`src/pcx_pkg.sv`:
```
// ----------------------------------------------------------------------------
// pcx_pkg: shared constants and types of the PCX run-length decoder
// Frame geometry, header field offsets, result codes and the command and
// status groups that pass between the controller and the datapath.
// ----------------------------------------------------------------------------
package pcx_pkg;

    localparam int FRAME_WIDTH  = 320;
    localparam int FRAME_HEIGHT = 200;
    localparam int HEADER_BYTES = 128;

    localparam int OFF_W  = $clog2(HEADER_BYTES);
    localparam int COL_W  = $clog2(FRAME_WIDTH + 2);
    localparam int ROW_W  = $clog2(FRAME_HEIGHT);
    localparam int ADDR_W = 16;
    localparam int RUN_W  = 6;
    localparam int SIZE_W = 16;

    localparam logic [7:0] MANUFACTURER = 8'h0a;
    localparam logic [7:0] VERSION      = 8'd5;
    localparam logic [7:0] ENCODING     = 8'd1;
    localparam logic [7:0] BITS_PER_PIX = 8'd8;
    localparam logic [7:0] RUN_MARK     = 8'hC0;
    localparam logic [7:0] RUN_MASK     = 8'h3F;

    localparam logic [OFF_W-1:0] OFF_MANUF   = OFF_W'(0);
    localparam logic [OFF_W-1:0] OFF_VERSION = OFF_W'(1);
    localparam logic [OFF_W-1:0] OFF_ENCODE  = OFF_W'(2);
    localparam logic [OFF_W-1:0] OFF_BPP     = OFF_W'(3);
    localparam logic [OFF_W-1:0] OFF_XMAX_LO = OFF_W'(8);
    localparam logic [OFF_W-1:0] OFF_XMAX_HI = OFF_W'(9);
    localparam logic [OFF_W-1:0] OFF_YMAX_LO = OFF_W'(10);
    localparam logic [OFF_W-1:0] OFF_YMAX_HI = OFF_W'(11);
    localparam logic [OFF_W-1:0] OFF_LAST    = OFF_W'(HEADER_BYTES - 1);

    localparam logic [1:0] ST_OK  = 2'd0;
    localparam logic [1:0] ST_HDR = 2'd1;
    localparam logic [1:0] ST_MAL = 2'd2;

    localparam logic KIND_PIXEL  = 1'b0;
    localparam logic KIND_STATUS = 1'b1;

    typedef struct packed {
        logic       capture;
        logic       hdr_step;
        logic       set_pending;
        logic       len_pending;
        logic       load_run;
        logic       emit_pixel;
        logic       emit_status;
        logic       run_last;
        logic [1:0] status_code;
    } t_cmd;

    typedef struct packed {
        logic out_free;
        logic last;
        logic hdr_last;
        logic hdr_bad;
        logic rows_zero;
        logic run_byte;
        logic run_overflow;
        logic run_zero;
        logic cnt_one;
        logic frame_done;
    } t_sts;

endpackage

```
`src/pcx_dp.sv`:
```
// ----------------------------------------------------------------------------
// pcx_dp: datapath of the PCX run-length decoder
// Holds the captured byte, header fields, frame position, run counter and
// the output register.
// ----------------------------------------------------------------------------
module pcx_dp (
    input  logic                        i_clk,
    input  logic                        i_rst_n,
    input  logic [7:0]                  i_data_byte,
    input  logic                        i_last_byte,
    input  pcx_pkg::t_cmd               i_cmd,
    output pcx_pkg::t_sts               o_sts,
    input  logic                        i_out_stall,
    output logic                        o_out_valid,
    output logic                        o_item_kind,
    output logic [pcx_pkg::ADDR_W-1:0]  o_pixel_addr,
    output logic [7:0]                  o_pixel_value,
    output logic [1:0]                  o_status_code,
    output logic                        o_run_last
);

    logic [7:0]                  r_byte;
    logic                        r_last;
    logic [pcx_pkg::OFF_W-1:0]   r_hdr_off;
    logic                        r_hdr_ok;
    logic [pcx_pkg::SIZE_W-1:0]  r_max_col;
    logic [pcx_pkg::SIZE_W-1:0]  r_row_cnt;
    logic [pcx_pkg::RUN_W-1:0]   r_pending;
    logic [pcx_pkg::RUN_W-1:0]   r_cnt;
    logic [pcx_pkg::COL_W-1:0]   r_col;
    logic [pcx_pkg::ROW_W-1:0]   r_row;
    logic [pcx_pkg::ADDR_W-1:0]  r_row_base;

    logic                        r_out_valid;
    logic                        r_kind;
    logic [pcx_pkg::ADDR_W-1:0]  r_addr;
    logic [7:0]                  r_value;
    logic [1:0]                  r_status;
    logic                        r_run_last;

    logic [pcx_pkg::RUN_W-1:0]   len;
    logic [pcx_pkg::COL_W:0]     col_next;
    logic [pcx_pkg::ROW_W:0]     row_next;
    logic                        wrap;
    logic                        out_free;

    assign len      = i_cmd.len_pending ? r_pending : pcx_pkg::RUN_W'(1);
    assign col_next = {1'b0, r_col} + 1'b1;
    assign row_next = {1'b0, r_row} + 1'b1;
    assign wrap     = pcx_pkg::SIZE_W'(col_next) > r_max_col;
    assign out_free = !r_out_valid || !i_out_stall;

    always_comb begin
        o_sts.out_free     = out_free;
        o_sts.last         = r_last;
        o_sts.hdr_last     = r_hdr_off == pcx_pkg::OFF_LAST;
        o_sts.hdr_bad      = !r_hdr_ok
                           || r_max_col >= pcx_pkg::SIZE_W'(pcx_pkg::FRAME_WIDTH)
                           || r_row_cnt >= pcx_pkg::SIZE_W'(pcx_pkg::FRAME_HEIGHT);
        o_sts.rows_zero    = r_row_cnt == '0;
        o_sts.run_byte     = (r_byte & pcx_pkg::RUN_MARK) == pcx_pkg::RUN_MARK;
        o_sts.run_overflow = (17'(len) + 17'(r_col)) > (17'(r_max_col) + 17'd2);
        o_sts.run_zero     = len == '0;
        o_sts.cnt_one      = r_cnt == pcx_pkg::RUN_W'(1);
        o_sts.frame_done   = wrap && (pcx_pkg::SIZE_W'(row_next) >= r_row_cnt);
    end

    // input capture and header fields
    always_ff @(posedge i_clk) begin
        if (!i_rst_n) begin
            r_hdr_off <= '0;
            r_hdr_ok  <= 1'b1;
            r_max_col <= '0;
            r_row_cnt <= '0;
            r_pending <= '0;
        end else begin
            if (i_cmd.hdr_step) begin
                unique case (r_hdr_off)
                    pcx_pkg::OFF_MANUF:
                        if (r_byte != pcx_pkg::MANUFACTURER) r_hdr_ok <= 1'b0;
                    pcx_pkg::OFF_VERSION:
                        if (r_byte != pcx_pkg::VERSION) r_hdr_ok <= 1'b0;
                    pcx_pkg::OFF_ENCODE:
                        if (r_byte != pcx_pkg::ENCODING) r_hdr_ok <= 1'b0;
                    pcx_pkg::OFF_BPP:
                        if (r_byte != pcx_pkg::BITS_PER_PIX) r_hdr_ok <= 1'b0;
                    pcx_pkg::OFF_XMAX_LO: r_max_col[7:0]  <= r_byte;
                    pcx_pkg::OFF_XMAX_HI: r_max_col[15:8] <= r_byte;
                    pcx_pkg::OFF_YMAX_LO: r_row_cnt[7:0]  <= r_byte;
                    pcx_pkg::OFF_YMAX_HI: r_row_cnt[15:8] <= r_byte;
                    default: ;
                endcase
                if (r_hdr_off != pcx_pkg::OFF_LAST) begin
                    r_hdr_off <= r_hdr_off + 1'b1;
                end
            end
            if (i_cmd.set_pending) begin
                r_pending <= pcx_pkg::RUN_W'(r_byte & pcx_pkg::RUN_MASK);
            end
        end
    end

    always_ff @(posedge i_clk) begin
        if (i_cmd.capture) begin
            r_byte <= i_data_byte;
            r_last <= i_last_byte;
        end
    end

    // frame position and run counter; a run stays on its row and wraps
    // only after its last pixel
    always_ff @(posedge i_clk) begin
        if (!i_rst_n) begin
            r_cnt      <= '0;
            r_col      <= '0;
            r_row      <= '0;
            r_row_base <= '0;
        end else begin
            if (i_cmd.load_run) begin
                r_cnt <= len;
            end else if (i_cmd.emit_pixel) begin
                r_cnt <= r_cnt - 1'b1;
                if (wrap && r_cnt == pcx_pkg::RUN_W'(1)) begin
                    r_col      <= '0;
                    r_row      <= r_row + 1'b1;
                    r_row_base <= r_row_base + pcx_pkg::ADDR_W'(pcx_pkg::FRAME_WIDTH);
                end else begin
                    r_col <= col_next[pcx_pkg::COL_W-1:0];
                end
            end
        end
    end

    // output register
    always_ff @(posedge i_clk) begin
        if (!i_rst_n) begin
            r_out_valid <= 1'b0;
        end else if (i_cmd.emit_pixel || i_cmd.emit_status) begin
            r_out_valid <= 1'b1;
        end else if (!i_out_stall) begin
            r_out_valid <= 1'b0;
        end
    end

    always_ff @(posedge i_clk) begin
        if (i_cmd.emit_pixel) begin
            r_kind     <= pcx_pkg::KIND_PIXEL;
            r_addr     <= r_row_base + pcx_pkg::ADDR_W'(r_col);
            r_value    <= r_byte;
            r_status   <= pcx_pkg::ST_OK;
            r_run_last <= i_cmd.run_last;
        end else if (i_cmd.emit_status) begin
            r_kind     <= pcx_pkg::KIND_STATUS;
            r_addr     <= '0;
            r_value    <= '0;
            r_status   <= i_cmd.status_code;
            r_run_last <= 1'b1;
        end
    end

    assign o_out_valid   = r_out_valid;
    assign o_item_kind   = r_kind;
    assign o_pixel_addr  = r_addr;
    assign o_pixel_value = r_value;
    assign o_status_code = r_status;
    assign o_run_last    = r_run_last;

endmodule

```
`src/pcx_ctrl.sv`:
```
// ----------------------------------------------------------------------------
// pcx_ctrl: controller of the PCX run-length decoder
// Sequences header checks, run decoding, pixel emission and the final status.
// ----------------------------------------------------------------------------
module pcx_ctrl (
    input  logic          i_clk,
    input  logic          i_rst_n,
    input  logic          i_in_valid,
    output logic          o_in_stall,
    input  pcx_pkg::t_sts i_sts,
    output pcx_pkg::t_cmd o_cmd
);

    localparam logic [2:0] S_IN   = 3'd0;
    localparam logic [2:0] S_EVAL = 3'd1;
    localparam logic [2:0] S_RUN  = 3'd2;
    localparam logic [2:0] S_STAT = 3'd3;
    localparam logic [2:0] S_DONE = 3'd4;

    localparam logic [1:0] PH_HEADER = 2'd0;
    localparam logic [1:0] PH_DATA   = 2'd1;
    localparam logic [1:0] PH_VALUE  = 2'd2;

    logic [2:0] r_state, n_state;
    logic [1:0] r_phase, n_phase;
    logic [1:0] r_code,  n_code;
    logic       stall;

    assign stall      = !(r_state == S_IN || r_state == S_DONE);
    assign o_in_stall = stall;

    always_comb begin
        n_state = r_state;
        n_phase = r_phase;
        n_code  = r_code;
        o_cmd   = '0;
        o_cmd.capture     = i_in_valid && !stall;
        o_cmd.len_pending = r_phase == PH_VALUE;
        o_cmd.status_code = r_code;
        unique case (r_state)
            S_IN: begin
                if (i_in_valid) n_state = S_EVAL;
            end
            S_EVAL: begin
                unique case (r_phase)
                    PH_HEADER: begin
                        o_cmd.hdr_step = 1'b1;
                        n_state = S_IN;
                        if (i_sts.hdr_last) begin
                            n_state = S_STAT;
                            if (i_sts.hdr_bad)        n_code = pcx_pkg::ST_HDR;
                            else if (i_sts.rows_zero) n_code = pcx_pkg::ST_OK;
                            else if (i_sts.last)      n_code = pcx_pkg::ST_MAL;
                            else begin
                                n_phase = PH_DATA;
                                n_state = S_IN;
                            end
                        end else if (i_sts.last) begin
                            n_code  = pcx_pkg::ST_HDR;
                            n_state = S_STAT;
                        end
                    end
                    PH_DATA, PH_VALUE: begin
                        if (r_phase == PH_DATA && i_sts.run_byte) begin
                            o_cmd.set_pending = 1'b1;
                            if (i_sts.last) begin
                                n_code  = pcx_pkg::ST_MAL;
                                n_state = S_STAT;
                            end else begin
                                n_phase = PH_VALUE;
                                n_state = S_IN;
                            end
                        end else if (i_sts.run_overflow) begin
                            n_code  = pcx_pkg::ST_MAL;
                            n_state = S_STAT;
                        end else if (i_sts.run_zero) begin
                            n_phase = PH_DATA;
                            if (i_sts.last) begin
                                n_code  = pcx_pkg::ST_MAL;
                                n_state = S_STAT;
                            end else begin
                                n_state = S_IN;
                            end
                        end else begin
                            o_cmd.load_run = 1'b1;
                            n_phase = PH_DATA;
                            n_state = S_RUN;
                        end
                    end
                    default: n_state = S_IN;
                endcase
            end
            S_RUN: begin
                if (i_sts.out_free) begin
                    o_cmd.emit_pixel = 1'b1;
                    o_cmd.run_last   = i_sts.cnt_one && !i_sts.frame_done && !i_sts.last;
                    if (i_sts.cnt_one) begin
                        if (i_sts.frame_done) begin
                            n_code  = pcx_pkg::ST_OK;
                            n_state = S_STAT;
                        end else if (i_sts.last) begin
                            n_code  = pcx_pkg::ST_MAL;
                            n_state = S_STAT;
                        end else begin
                            n_state = S_IN;
                        end
                    end
                end
            end
            S_STAT: begin
                if (i_sts.out_free) begin
                    o_cmd.emit_status = 1'b1;
                    n_state = S_DONE;
                end
            end
            S_DONE: n_state = S_DONE;
            default: n_state = S_IN;
        endcase
    end

    always_ff @(posedge i_clk) begin
        if (!i_rst_n) begin
            r_state <= S_IN;
            r_phase <= PH_HEADER;
            r_code  <= pcx_pkg::ST_OK;
        end else begin
            r_state <= n_state;
            r_phase <= n_phase;
            r_code  <= n_code;
        end
    end

endmodule

```
`src/pcx_rle_image_decoder_unit.sv`:
```
// ----------------------------------------------------------------------------
// pcx_rle_image_decoder_unit: 8-bit PCX run-length image decoder
// Checks the 128-byte PCX header, then expands the run-length data into
// pixel writes for a 320x200 frame and closes with one status word.
// ----------------------------------------------------------------------------
// A file enters one byte per input word, header first. Header bytes, run
// marker bytes and the value of an empty run are captured, then decoded;
// a literal pixel byte is captured, decoded, then emitted. A run value byte
// emits up to 63 pixel words, one per cycle while the output is not stalled,
// and input stays stalled until the last of them. Pixel words carry address
// row*320+column; the final word has item kind 1 and a status code of 0
// (fine), 1 (header rejected) or 2 (data malformed). After the status word
// every further input word is taken and dropped until reset. The consumer
// clears the frame beforehand; run_last marks the last word that an input
// byte caused. One output register parts the two channels.
// ----------------------------------------------------------------------------
module pcx_rle_image_decoder_unit (
    input  logic                        i_clk,
    input  logic                        i_rst_n,
    // input channel: file bytes
    input  logic                        i_in_valid,
    output logic                        o_in_stall,
    input  logic [7:0]                  i_data_byte,
    input  logic                        i_last_byte,
    // output channel: pixel writes and final status
    output logic                        o_out_valid,
    input  logic                        i_out_stall,
    output logic                        o_item_kind,
    output logic [pcx_pkg::ADDR_W-1:0]  o_pixel_addr,
    output logic [7:0]                  o_pixel_value,
    output logic [1:0]                  o_status_code,
    output logic                        o_run_last
);

    pcx_pkg::t_cmd cmd;
    pcx_pkg::t_sts sts;

    // controller: header/data phase and run sequencing
    pcx_ctrl u_ctrl (
        .i_clk      (i_clk),
        .i_rst_n    (i_rst_n),
        .i_in_valid (i_in_valid),
        .o_in_stall (o_in_stall),
        .i_sts      (sts),
        .o_cmd      (cmd)
    );

    // datapath: header fields, frame position, output register
    pcx_dp u_dp (
        .i_clk         (i_clk),
        .i_rst_n       (i_rst_n),
        .i_data_byte   (i_data_byte),
        .i_last_byte   (i_last_byte),
        .i_cmd         (cmd),
        .o_sts         (sts),
        .i_out_stall   (i_out_stall),
        .o_out_valid   (o_out_valid),
        .o_item_kind   (o_item_kind),
        .o_pixel_addr  (o_pixel_addr),
        .o_pixel_value (o_pixel_value),
        .o_status_code (o_status_code),
        .o_run_last    (o_run_last)
    );

    // a status word always ends the words of its input byte
    a_status_last: assert property (@(posedge i_clk) disable iff (!i_rst_n)
        (o_out_valid && o_item_kind == pcx_pkg::KIND_STATUS) |-> o_run_last)
        else $error("status word without run_last");

    // pixel words carry a clean status field and stay inside the frame
    a_pixel_fields: assert property (@(posedge i_clk) disable iff (!i_rst_n)
        (o_out_valid && o_item_kind == pcx_pkg::KIND_PIXEL) |->
        (o_status_code == pcx_pkg::ST_OK &&
         o_pixel_addr < pcx_pkg::ADDR_W'(pcx_pkg::FRAME_WIDTH * pcx_pkg::FRAME_HEIGHT)))
        else $error("pixel word fields out of range");

    // input is never taken while a run is still being expanded
    a_no_accept_in_run: assert property (@(posedge i_clk) disable iff (!i_rst_n)
        (cmd.emit_pixel || cmd.load_run) |-> o_in_stall)
        else $error("input accepted during run");

endmodule

```
`config.mk`:
```
export PLATFORM = sky130hd
export DESIGN_NAME = pcx_rle_image_decoder_unit
export DESIGN_NICKNAME = d
export VERILOG_FILES = /design/src/pcx_pkg.sv /design/src/pcx_dp.sv /design/src/pcx_ctrl.sv /design/src/pcx_rle_image_decoder_unit.sv
export SDC_FILE = /design/constraint.sdc
export NUM_CORES = 1
export LEC_CHECK = 0
export BUFFER_PORTS_ARGS = -buffer_cell sky130_fd_sc_hd__buf_2
export CAP_MARGIN = 0
export CORE_MARGIN = 2
export CORE_UTILIZATION = 35
export CTS_CLUSTER_SIZE = 12
export DETAILED_ROUTE_END_ITERATION = 10
export GPL_ROUTABILITY_DRIVEN = 0
export PLACE_DENSITY = 0.64
export SETUP_SLACK_MARGIN = 0.05
export SYNTH_ARGS = -nofsm -noshare
export SYNTH_HDL_FRONTEND = slang
export SYNTH_HIERARCHICAL = 1
export SYNTH_SLANG_ARGS = --single-unit
export TNS_END_PERCENT = 30
```
`constraint.sdc`:
```
create_clock -name i_clk -period 4.42 [get_ports i_clk]
set_input_delay 0.884 -clock i_clk [delete_from_list [all_inputs] [get_ports i_clk]]
set_output_delay 0.884 -clock i_clk [all_outputs]
set_load 0.1 [all_outputs]
```
==> impl_metrics.toml, run 1 <==
[synthesis]
synth_fp_nets = 847
synthCells = 780
syn_area_per_cell_um2 = 8.898
dominantRegCellSynth = "dfxtp_1"
ys_async_sr_fraction = 0
synth_most_common_cell = "dfxtp_1"
ys_types = 62
synth_edf_count = 34
synth_commonest_cells = "90 x dfxtp_1, 73 x a21oi_1, 65 x nand2_1"
yosysWarnings = 6
ys_seq_area_frac = 0.4067
syn_area_um2 = 6940
ys_ff_latch = 124
synth_area_leader_cell = "dfxtp_1"
synth.area.top_cells = "dfxtp_1 26%, edfxtp_1 15%, ha_1 9.4%, a21oi_1 5.3%, nand3_1 3.8%"
synth_top_area_share = 0.2596

[layout]
nFillCells = 1866
drive_gt1_frac = 0.1708
finalNetCount = 903
diodes = 0
areaGrowthSynthToFinish_pct = 19.25

[worst_hold_path]
whs_path_depth = 2
min_path_type = "reg -> reg"

[worst_setup_path]
slowest_stage = "or4_4"
worst-path-stages = 21
arrival_ns = 4.60
cp-start-kind = "flop"
critPathTopFamily = "simple AND/OR/NAND/NOR gates"
path_cells = "inv_2, ha_4, and2_4, ha_1, a21o_1, a21o_1, a21oi_2, o21ai_2, and4_1, ha_4, and3_4, nand3_2, a21oi_2, a211oi_2, nor3_1, buf_4, and4b_4, and2b_4, nand3_4, or4_4, a21oi_2"
r2r_cells = 21
cp_slowest_stage_delay_ns = 0.54
cp_max_fo = 6
required_ns = 4.76
path_buf_inv = 2
critical_path.most_common_cell = "a21oi_2"
critPathKind = "reg -> reg"
end_kind = "flop"

[clock_network]
clockBufferDepth = 2
clkSinkCount = 124
cts_buffers = 17
h-tree-depth = 4
clk-insertion-delay-late_ns = 0.42
cts_tree = "yes"
cts.clk_slew.worst_paths_ns = 0.06
root_buffer = "clkbuf_16"

[die]
num_rows = 51
die_x_um = 144.8
die-area_um2 = 20970
die_y_um = 144.8
core_um2 = 19460
initial_core_util = 0.3566
io_pins = 43

[status]
outcome = "complete, no violations"

[timing]
fmax_ghz = 0.2348
period_minus_slack_ns = 4.259
finalCritPeriodShare = 0.9636
worst_pin_slew_ns = 0.9074
rsz0062_at_grt = "yes"
drv_slew = 0
setup_viol = 0
hold_viol = 0
relSlewSlack = 0.3944
skew_ns = 0.007659
fin_hold_ws_ns = 0.4558

[global_route]
overflow = 0
grt_max_degree = 33
antenna_found_initial = 0
grt_pass1_wl_mm = 25.92
grt.total_usage = 0.1591
grt_pass1_vias = 5054

[drt]
dr.pass1.iters = 5
drt_iter0_markers = 387
vias_per_cell = 5.078
wire_per_inst_um = 14.75
drc = 0
drtAntennaViolNets = 0
wl_mm = 16.43
vias = 5657

[place]
hpwlAfterDp_mm = 11.77
port-buffer-count = 42

[power_and_ir_drop]
p_per_area_nw_per_um2 = 369.9
peakVddDrop_uv = 263.6
p_leak_nw = 3.175
total_power_w = 0.003062

[run]
max_cap_viol_count = 0
-- layout by cell type, fill, tap and decap left out, types with 4 or more instances in the layout --
master,Yosys,final
or3_1,14,13
nor3b_1,4,4
a21oi_1,73,65
nor4_1,7,7
xor2_1,20,20
buf_4,3,26
nor2_1,59,58
nand2b_1,10,9
a21oi_2,1,9
nor2b_1,6,6
mux2i_1,11,11
dfxtp_1,90,89
ha_1,52,49
clkinv_4,0,4
o21ai_0,33,31
o31ai_1,5,5
a31oi_1,4,4
o21a_1,5,5
and2_1,29,28
a22o_1,4,4
edfxtp_1,34,34
nand3_1,53,52
inv_1,41,40
xnor2_1,25,25
or4_1,6,5
nand3b_1,4,4
clkbuf_16,0,17
nor3_1,10,10
a21o_1,11,11
nand4_1,12,12
buf_2,2,42
nand2_1,65,64
and3_1,8,7
a211oi_1,6,5
-- per-layer routing --
layer  GRT usage  vias to the layer above  part of all wire  wire length [µm]
li1            -                     2883                 -                 -
met1      0.2196                     2652              0.49              8012
met2      0.2473                      113              0.46              7505
met3     0.03850                        9             0.048               787
met4     0.04599                        0            0.0078               129
met5           0                        -                 0                 0
-- worst reg2reg max path, delay by kind of cell (launching register included) --
kind                     cells  cell delay [ns]
buffers and inverters        2             0.20
flip-flops                   1             0.33
AO/OA/AOI/OAI                7             0.91
adder cells (fa/ha/maj)      3             0.70
AND/OR/NAND/NOR              9             2.04
-- per-stage QoR --
| step | area [µm²] | util | instances | setup TNS (ns) | worst slack (ns) |
|---|---|---|---|---|---|
| floorplan | 6940 | - | 780 | 0 | 0.2203 |
| global placement | 7497 | 0.3852 | 1073 | -0.03042 | -0.01591 |
| detailed placement | 7497 | 0.3852 | 1073 | -1.404 | -0.1477 |
| CTS | 8105 | 0.4165 | 1106 | 0 | 0.04232 |
| global route | 8277 | 0.4253 | 1114 | -0.4771 | -0.04711 |
| finish | 8277 | 0.4253 | 1114 | 0 | 0.1608 |
-- registers in the layout (all words and copies together) (netlist names) --
| name | cells |
|---|---|
| u_dp/r_byte | 8 |
| u_dp/o_item_kind | 1 |
| u_dp/r_last | 1 |
| u_dp/o_status_code | 2 |
| u_dp/o_pixel_addr | 16 |
| u_dp/r_row_cnt | 16 |
| u_dp/r_row | 8 |
| u_ctrl/r_code | 2 |
| u_dp/o_pixel_value | 8 |
| u_dp/r_hdr_ok | 1 |
| u_dp/o_run_last | 1 |
| u_dp/o_out_valid | 1 |
| u_dp/r_row_base | 10 |
| u_ctrl/r_state | 3 |
| u_ctrl/r_phase | 2 |
| u_dp/r_cnt | 6 |
| u_dp/r_pending | 6 |
| u_dp/r_max_col | 16 |
| u_dp/r_hdr_off | 7 |
| u_dp/r_col | 9 |
-- logic make-up after synthesis --
group / after synthesis / synth area share
and+or+nand+nor: 306 / 0.2354
AOI/OAI and AO/OA: 161 / 0.1388
muxes: 13 / 0.01911
adders and majority gates: 54 / 0.09951
DFF: 124 / 0.4067
xor gates and xnor gates: 45 / 0.05679
buffers and inverters: 77 / 0.04363
-- where the power goes --
group | switching [W] | internal [W] | total (W)
Combinational | 0.000327 | 0.000111 | 0.000438
Clock | 0.000519 | 0.000832 | 0.00135
Sequential | 0.0000525 | 0.00122 | 0.00127
-- repair_timing --
item,CTS,global route
pin swaps,3,17
cloned,0,1
buffers inserted,1,7
hold buffers,0,0
resized for setup,8,25
setup endpoints to repair,27,33
-- worst paths after layout --
| kind | start | endpoint | slack [ns] |
|---|---|---|---|
| worst min register to register | u_dp/r_row_cnt[11]$_SDFFE_PN0P_ | u_dp/r_row_cnt[11]$_SDFFE_PN0P_ | 0.46 |
| worst min-delay path | u_dp/r_row_cnt[11]$_SDFFE_PN0P_ | u_dp/r_row_cnt[11]$_SDFFE_PN0P_ | 0.46 |
| worst max-delay path | u_ctrl/r_phase[0]$_SDFFE_PN0P_ | u_dp/r_row_base[15]$_SDFFE_PN0P_ | 0.16 |
| worst max register to register | u_ctrl/r_phase[0]$_SDFFE_PN0P_ | u_dp/r_row_base[15]$_SDFFE_PN0P_ | 0.16 |
-- layout make-up --
| cell class | count | area, µm² | share of cell area |
|---|---|---|---|
| Clock buffer | 19 | 432.9 | 0.05231 |
| Clock inverter | 13 | 142.6 | 0.01723 |
| Inverter | 42 | 157.7 | 0.01905 |
| Multi-Input combinational cell | 580 | 3949 | 0.4771 |
| Sequential cell | 124 | 2824 | 0.3412 |
| Tap cell | 265 | 331.6 | 0.04006 |
| Timing Repair Buffer | 71 | 439.2 | 0.05306 |
Power figures use the tool's default switching activity.
==> run 2: changes to the inputs <==
--- a/config.mk
+++ b/config.mk
@@ -5,7 +5,7 @@
 export SDC_FILE = /design/constraint.sdc
 export NUM_CORES = 1
 export LEC_CHECK = 0
-export BUFFER_PORTS_ARGS = -buffer_cell sky130_fd_sc_hd__buf_2
+export BUFFER_PORTS_ARGS = -buffer_cell sky130_fd_sc_hd__clkbuf_2
 export CAP_MARGIN = 0
 export CORE_MARGIN = 2
 export CORE_UTILIZATION = 35
==> impl_metrics.toml, run 2 (synthesis gave the netlist of run 1 again) <==
[layout]
drive_gt1_frac = 0.1759
diodes = 0
mostFrequentLayoutCell = "dfxtp_1"
nFillCells = 1912
mostFrequentLayoutCells = "88 x dfxtp_1, 65 x nand2_1, 64 x a21oi_1"
finalNetCount = 901
areaGrowthSynthToFinish_pct = 20.14
fin_area_um2 = 8338

[global_route]
grt_pass1_wl_mm = 26.68
antenna_found_initial = 0
grt.total_usage = 0.1631
grt_max_degree = 29
grt_pass1_vias = 5246
overflow = 0

[power_and_ir_drop]
p_sw_w = 0.0009407
p_leak_nw = 3.211
pwr-share-clk = 0.459
pwr-share-comb = 0.137
p_int_w = 0.002214
swShare = 0.2982
total_power_w = 0.003155
power_frac_seq = 0.404
peakVddDrop_uv = 301.7
p_per_area_nw_per_um2 = 378.4

[timing]
relSlewSlack = 0.3968
setup_viol = 0
drv_slew = 0
rsz0062_at_grt = "yes"
fmax_ghz = 0.2370
skew_ns = 0.02040
worst_pin_slew_ns = 0.9038
fin_hold_ws_ns = 0.4585
hold_viol = 0
finalCritPeriodShare = 0.9545
period_minus_slack_ns = 4.219

[place]
hpwlAfterDp_mm = 11.72
port-buffer-count = 42
dpl_cell_area_um2 = 7505

[clock_network]
cts_tree = "yes"
root_buffer = "clkbuf_16"
holdBufCountCts = 0
clk-insertion-delay-late_ns = 0.42
cts.clk_slew.worst_paths_ns = 0.06
h-tree-depth = 4
cts_buffers = 17
clockBufferDepth = 2
clkSinkCount = 124

[drt]
wire_per_inst_um = 14.79
drtAntennaViolNets = 0
dr.pass1.iters = 4
vias = 5648
vias_per_cell = 5.079
drc = 0
wl_mm = 16.45
drt_iter0_markers = 379

[worst_setup_path]
cp-start-kind = "flop"
cp_max_fo = 6
required_ns = 4.77
rr_endpoint = "u_dp/r_row_base[14]$_SDFFE_PN0P_"
path_cells = "inv_2, ha_4, and2_4, ha_1, a21o_1, a21o_1, a21oi_2, o21ai_0, and4_1, ha_1, and3_1, nand3_2, a21oi_2, a211oi_2, nor3_2, and4b_4, and2b_2, nand4_4, or4_1, a21oi_1"
arrival_ns = 4.56
cp_slowest_stage_delay_ns = 0.49
critPathTopFamily = "simple AND/OR/NAND/NOR gates"
timing.rr.start = "u_ctrl/r_phase[0]$_SDFFE_PN0P_"
r2r_setup_slack_ns = 0.20
path_buf_inv = 1
critPathKind = "reg -> reg"
r2r_cells = 20
slowest_stage = "or4_1"
end_kind = "flop"

[worst_hold_path]
whs_path_depth = 2
min_path_type = "reg -> reg"
hold_end = "u_dp/r_row_cnt[14]$_SDFFE_PN0P_"
min-delay-start = "u_dp/r_row_cnt[14]$_SDFFE_PN0P_"

[die]
core_um2 = 19460
num_rows = 51
die-area_um2 = 20970
die_y_um = 144.8
io_pins = 43
initial_core_util = 0.3566
die_x_um = 144.8

[status]
outcome = "complete, no violations"

[run]
max_cap_viol_count = 0
[run 2: changes by cell type in the layout (fill, tap and decap cells not counted), moves of 2 or more]
cell,change
or3_1,-3
inv_8,+3
o21ai_1,+2
buf_2,-42
clkbuf_1,-2
clkbuf_16,+2
or3_4,+3
inv_6,+4
clkinv_4,-3
clkinv_2,-3
clkbuf_2,+42
buf_4,-2
[run 2: worst register-to-register path, cell delays in order, from the launching register on]
cell and delay, ns:
dfxtp_2 0.33, inv_2 0.05, ha_4 0.17, and2_4 0.17
ha_1 0.27, a21o_1 0.16, a21o_1 0.20, a21oi_2 0.15
o21ai_0 0.12, and4_1 0.22, ha_1 0.31, and3_1 0.18
nand3_2 0.11, a21oi_2 0.13, a211oi_2 0.06, nor3_2 0.23
and4b_4 0.24, and2b_2 0.29, nand4_4 0.14, or4_1 0.49
a21oi_1 0.14
[run 2: cell type report]
cell class / count / area (µm²) / area share
Multi-Input combinational cell: 579 / 3950 / 0.4737
Sequential cell: 124 / 2825 / 0.3388
Timing Repair Buffer: 70 / 452.9 / 0.05432
Clock buffer: 18 / 450.4 / 0.05402
Tap cell: 265 / 331.6 / 0.03977
Clock inverter: 14 / 170.2 / 0.02041
Inverter: 42 / 157.7 / 0.01891
[run 2: layer usage]
| metal | global-route usage | routed length, µm | vias up |
|---|---|---|---|
| met3 | 0.04047 | 874 | 4 |
| met4 | 0.03832 | 61 | 0 |
| met2 | 0.2525 | 7470 | 133 |
| met1 | 0.2290 | 8043 | 2631 |
| li1 | - | - | 2880 |
| met5 | 0 | 0 | - |
[run 2: power by group through the flow]
stage | Clock, W | Sequential [W] | Combinational (W)
final | 0.00145 | 0.00127 | 0.000433
after global routing | 0.00153 | 0.00128 | 0.000466
after CTS | 0.00148 | 0.00127 | 0.000429
after detailed placement | 0 | 0.00130 | 0.000426
after global placement | 0 | 0.00130 | 0.000423
after floorplan | 0 | 0.00142 | 0.000205
[run 2: worst max path at each step]
stage                                         from                          endpoint  cells past startpoint
floorplan           u_ctrl/r_phase[0]$_SDFFE_PN0P_  u_dp/r_row_base[14]$_SDFFE_PN0P_                     20
global placement    u_ctrl/r_phase[0]$_SDFFE_PN0P_        u_dp/r_row[7]$_SDFFE_PN0P_                     20
detailed placement  u_ctrl/r_phase[0]$_SDFFE_PN0P_        u_dp/r_row[7]$_SDFFE_PN0P_                     20
CTS                 u_ctrl/r_phase[0]$_SDFFE_PN0P_     u_ctrl/r_code[0]$_SDFFE_PN0P_                     19
global route        u_ctrl/r_phase[0]$_SDFFE_PN0P_  u_dp/r_row_base[14]$_SDFFE_PN0P_                     22
finish              u_ctrl/r_phase[0]$_SDFFE_PN0P_  u_dp/r_row_base[14]$_SDFFE_PN0P_                     20
[run 2: timing repair]
action / CTS / global route
setup endpoints to repair: 24 / 31
gates cloned: 0 / 1
pin swaps: 2 / 27
gates resized for setup: 8 / 31
buffers inserted: 0 / 5
[run 2: through the flow]
stage	utilization	TNS, ns	std cells	setup WS, ns
global placement	0.3856	0	1074	0.002488
floorplan	-	0	780	0.2203
CTS	0.4187	0	1106	0.05667
finish	0.4284	0	1112	0.2011
global route	0.4284	-0.09928	1112	-0.04173
detailed placement	0.3856	-0.9221	1074	-0.1112
==> run 3: changes to the inputs <==
==> constraint.sdc (replaced) <==
create_clock -name i_clk -period 4.42 [get_ports i_clk]
set_input_delay 1.326 -clock i_clk [delete_from_list [all_inputs] [get_ports i_clk]]
set_output_delay 1.326 -clock i_clk [all_outputs]
set_load 0.1 [all_outputs]
==> impl_metrics.toml, run 3 (synthesis gave the netlist of run 1 again) <==
[clock_network]
cts_buffers = 17
clockBufferDepth = 2
h-tree-depth = 4
clk-insertion-delay-late_ns = 0.42
cts_tree = "yes"
cts.clk_slew.worst_paths_ns = 0.06
root_buffer = "clkbuf_16"
holdBufCountCts = 0
clkSinkCount = 124

[worst_setup_path]
end_kind = "flop"
critPathKind = "reg -> reg"
cp_max_fo = 8
startpoint = "u_ctrl/r_phase[0]$_SDFFE_PN0P_"
arrival_ns = 4.54
cp-start-kind = "flop"
cp_slowest_stage_delay_ns = 0.36
timing.rr.start = "u_ctrl/r_phase[0]$_SDFFE_PN0P_"
critical_path.most_common_cell = "a21oi_2"
required_ns = 4.72
slowest_stage = "fa_2"
path_cells = "inv_2, ha_4, nand2b_4, ha_4, fa_2, a21o_1, a21oi_2, o21bai_1, a21oi_2, xnor2_1, ha_1, a21oi_1, nor2b_1, o21ai_1, nand2b_1, a211oi_2, nor3_2, and4b_4, and2b_4, nand3_4, buf_8, o31ai_1, a21oi_2"

[global_route]
antenna_found_initial = 0
grt_pass1_vias = 5264
grt_pass1_wl_mm = 26.69
grt_max_degree = 53
overflow = 0
grt.total_usage = 0.1644

[drt]
wire_per_inst_um = 14.68
wl_mm = 16.36
drtAntennaViolNets = 0
vias_per_cell = 5.138
drc = 0
drt_iter0_markers = 326
dr.pass1.iters = 5
vias = 5724

[power_and_ir_drop]
p_per_area_nw_per_um2 = 370.0
peakVddDrop_uv = 265.1
p_int_w = 0.002163
power_frac_seq = 0.414
swShare = 0.2959
pwr-share-comb = 0.145
total_power_w = 0.003072
p_sw_w = 0.0009090
p_leak_nw = 3.195
pwr-share-clk = 0.441

[timing]
skew_ns = 0.01154
final.setup.worst_slack_ns = 0.1801
drv_slew = 0
finalSetupTns_ns = 0
fin_hold_ws_ns = 0.4588
hold_viol = 0
finalCritPeriodShare = 0.9593
period_minus_slack_ns = 4.240
fmax_ghz = 0.2359
setup_viol = 0
rsz0062_at_grt = "yes"
worst_pin_slew_ns = 0.8858
relSlewSlack = 0.4095

[die]
core_um2 = 19460
die_x_um = 144.8
die-area_um2 = 20970
io_pins = 43
die_y_um = 144.8
num_rows = 51
initial_core_util = 0.3566

[layout]
diodes = 0
finalNetCount = 903
final_util = 0.4266
seq_area_um2 = 2825
mostFrequentLayoutCell = "dfxtp_1"
areaGrowthSynthToFinish_pct = 19.63
multi_input_area_um2 = 3943
drive_gt1_frac = 0.1708
mostFrequentLayoutCells = "88 x dfxtp_1, 66 x a21oi_1, 64 x nand2_1"
nFillCells = 1922

[place]
place_ws_ns = -0.09599
port-buffer-count = 42
hpwlAfterDp_mm = 11.61

[worst_hold_path]
min_path_type = "reg -> reg"
min-delay-start = "u_dp/r_row_cnt[6]$_SDFFE_PN0P_"

[run]
max_cap_viol_count = 0

[status]
outcome = "complete, no violations"
## run 3: stage by stage
stage,std cells,instance area (µm²)
2_1_floorplan,780,6940
3_3_place_gp,1077,7527
3_5_place_dp,1077,7527
4_1_cts,1110,8139
5_1_grt,1114,8303
6_report,1114,8303
## run 3: worst paths after layout
check / to / slack, ns / cells after the start
setup reg to reg: u_dp/r_row_base[14]$_SDFFE_PN0P_ / 0.18 / 23
hold reg to reg: u_dp/r_row_cnt[6]$_SDFFE_PN0P_ / 0.46 / 2
setup / recovery: u_dp/r_row_base[14]$_SDFFE_PN0P_ / 0.18 / 23
hold / removal: u_dp/r_row_cnt[6]$_SDFFE_PN0P_ / 0.46 / 2
## run 3: layout make-up
type	count	share of cell area
Clock buffer	21	0.05681
Timing Repair Buffer	72	0.05636
Inverter	42	0.01899
Tap cell	265	0.03993
Multi-Input combinational cell	579	0.4748
Sequential cell	124	0.3403
Clock inverter	11	0.01281
## run 3: timing repair
item,4_1_cts,5_1_grt
resized for setup,8,29
gates cloned,0,1
endpoints found under the setup margin,28,36
pin swaps,1,29
setup buffers,1,3
## run 3: power by group through the flow
stage,clock network (W),logic (W),registers (W)
2_1_floorplan,0,0.000205,0.00142
6_report,0.00136,0.000444,0.00127
3_3_place_gp,0,0.000427,0.00130
3_5_place_dp,0,0.000430,0.00129
4_1_cts,0.00138,0.000435,0.00127
5_1_grt,0.00143,0.000476,0.00128
## run 3: worst max-delay path: cells and delay by family (launching register included)
family | cells | cell delay (ns)
compound gates | 9 | 1.23
xor+xnor | 1 | 0.10
fa+ha+maj | 4 | 0.99
simple gates | 7 | 1.22
flops | 1 | 0.32
buf+inv | 2 | 0.25
## run 3: per-layer routing
metal  track usage  vias to the layer above  share of wire
met4       0.06234                        0          0.018
met5             0                        -              0
met1        0.2247                     2702           0.50
li1              -                     2883              -
met3       0.03488                       23          0.041
met2        0.2550                      116           0.45
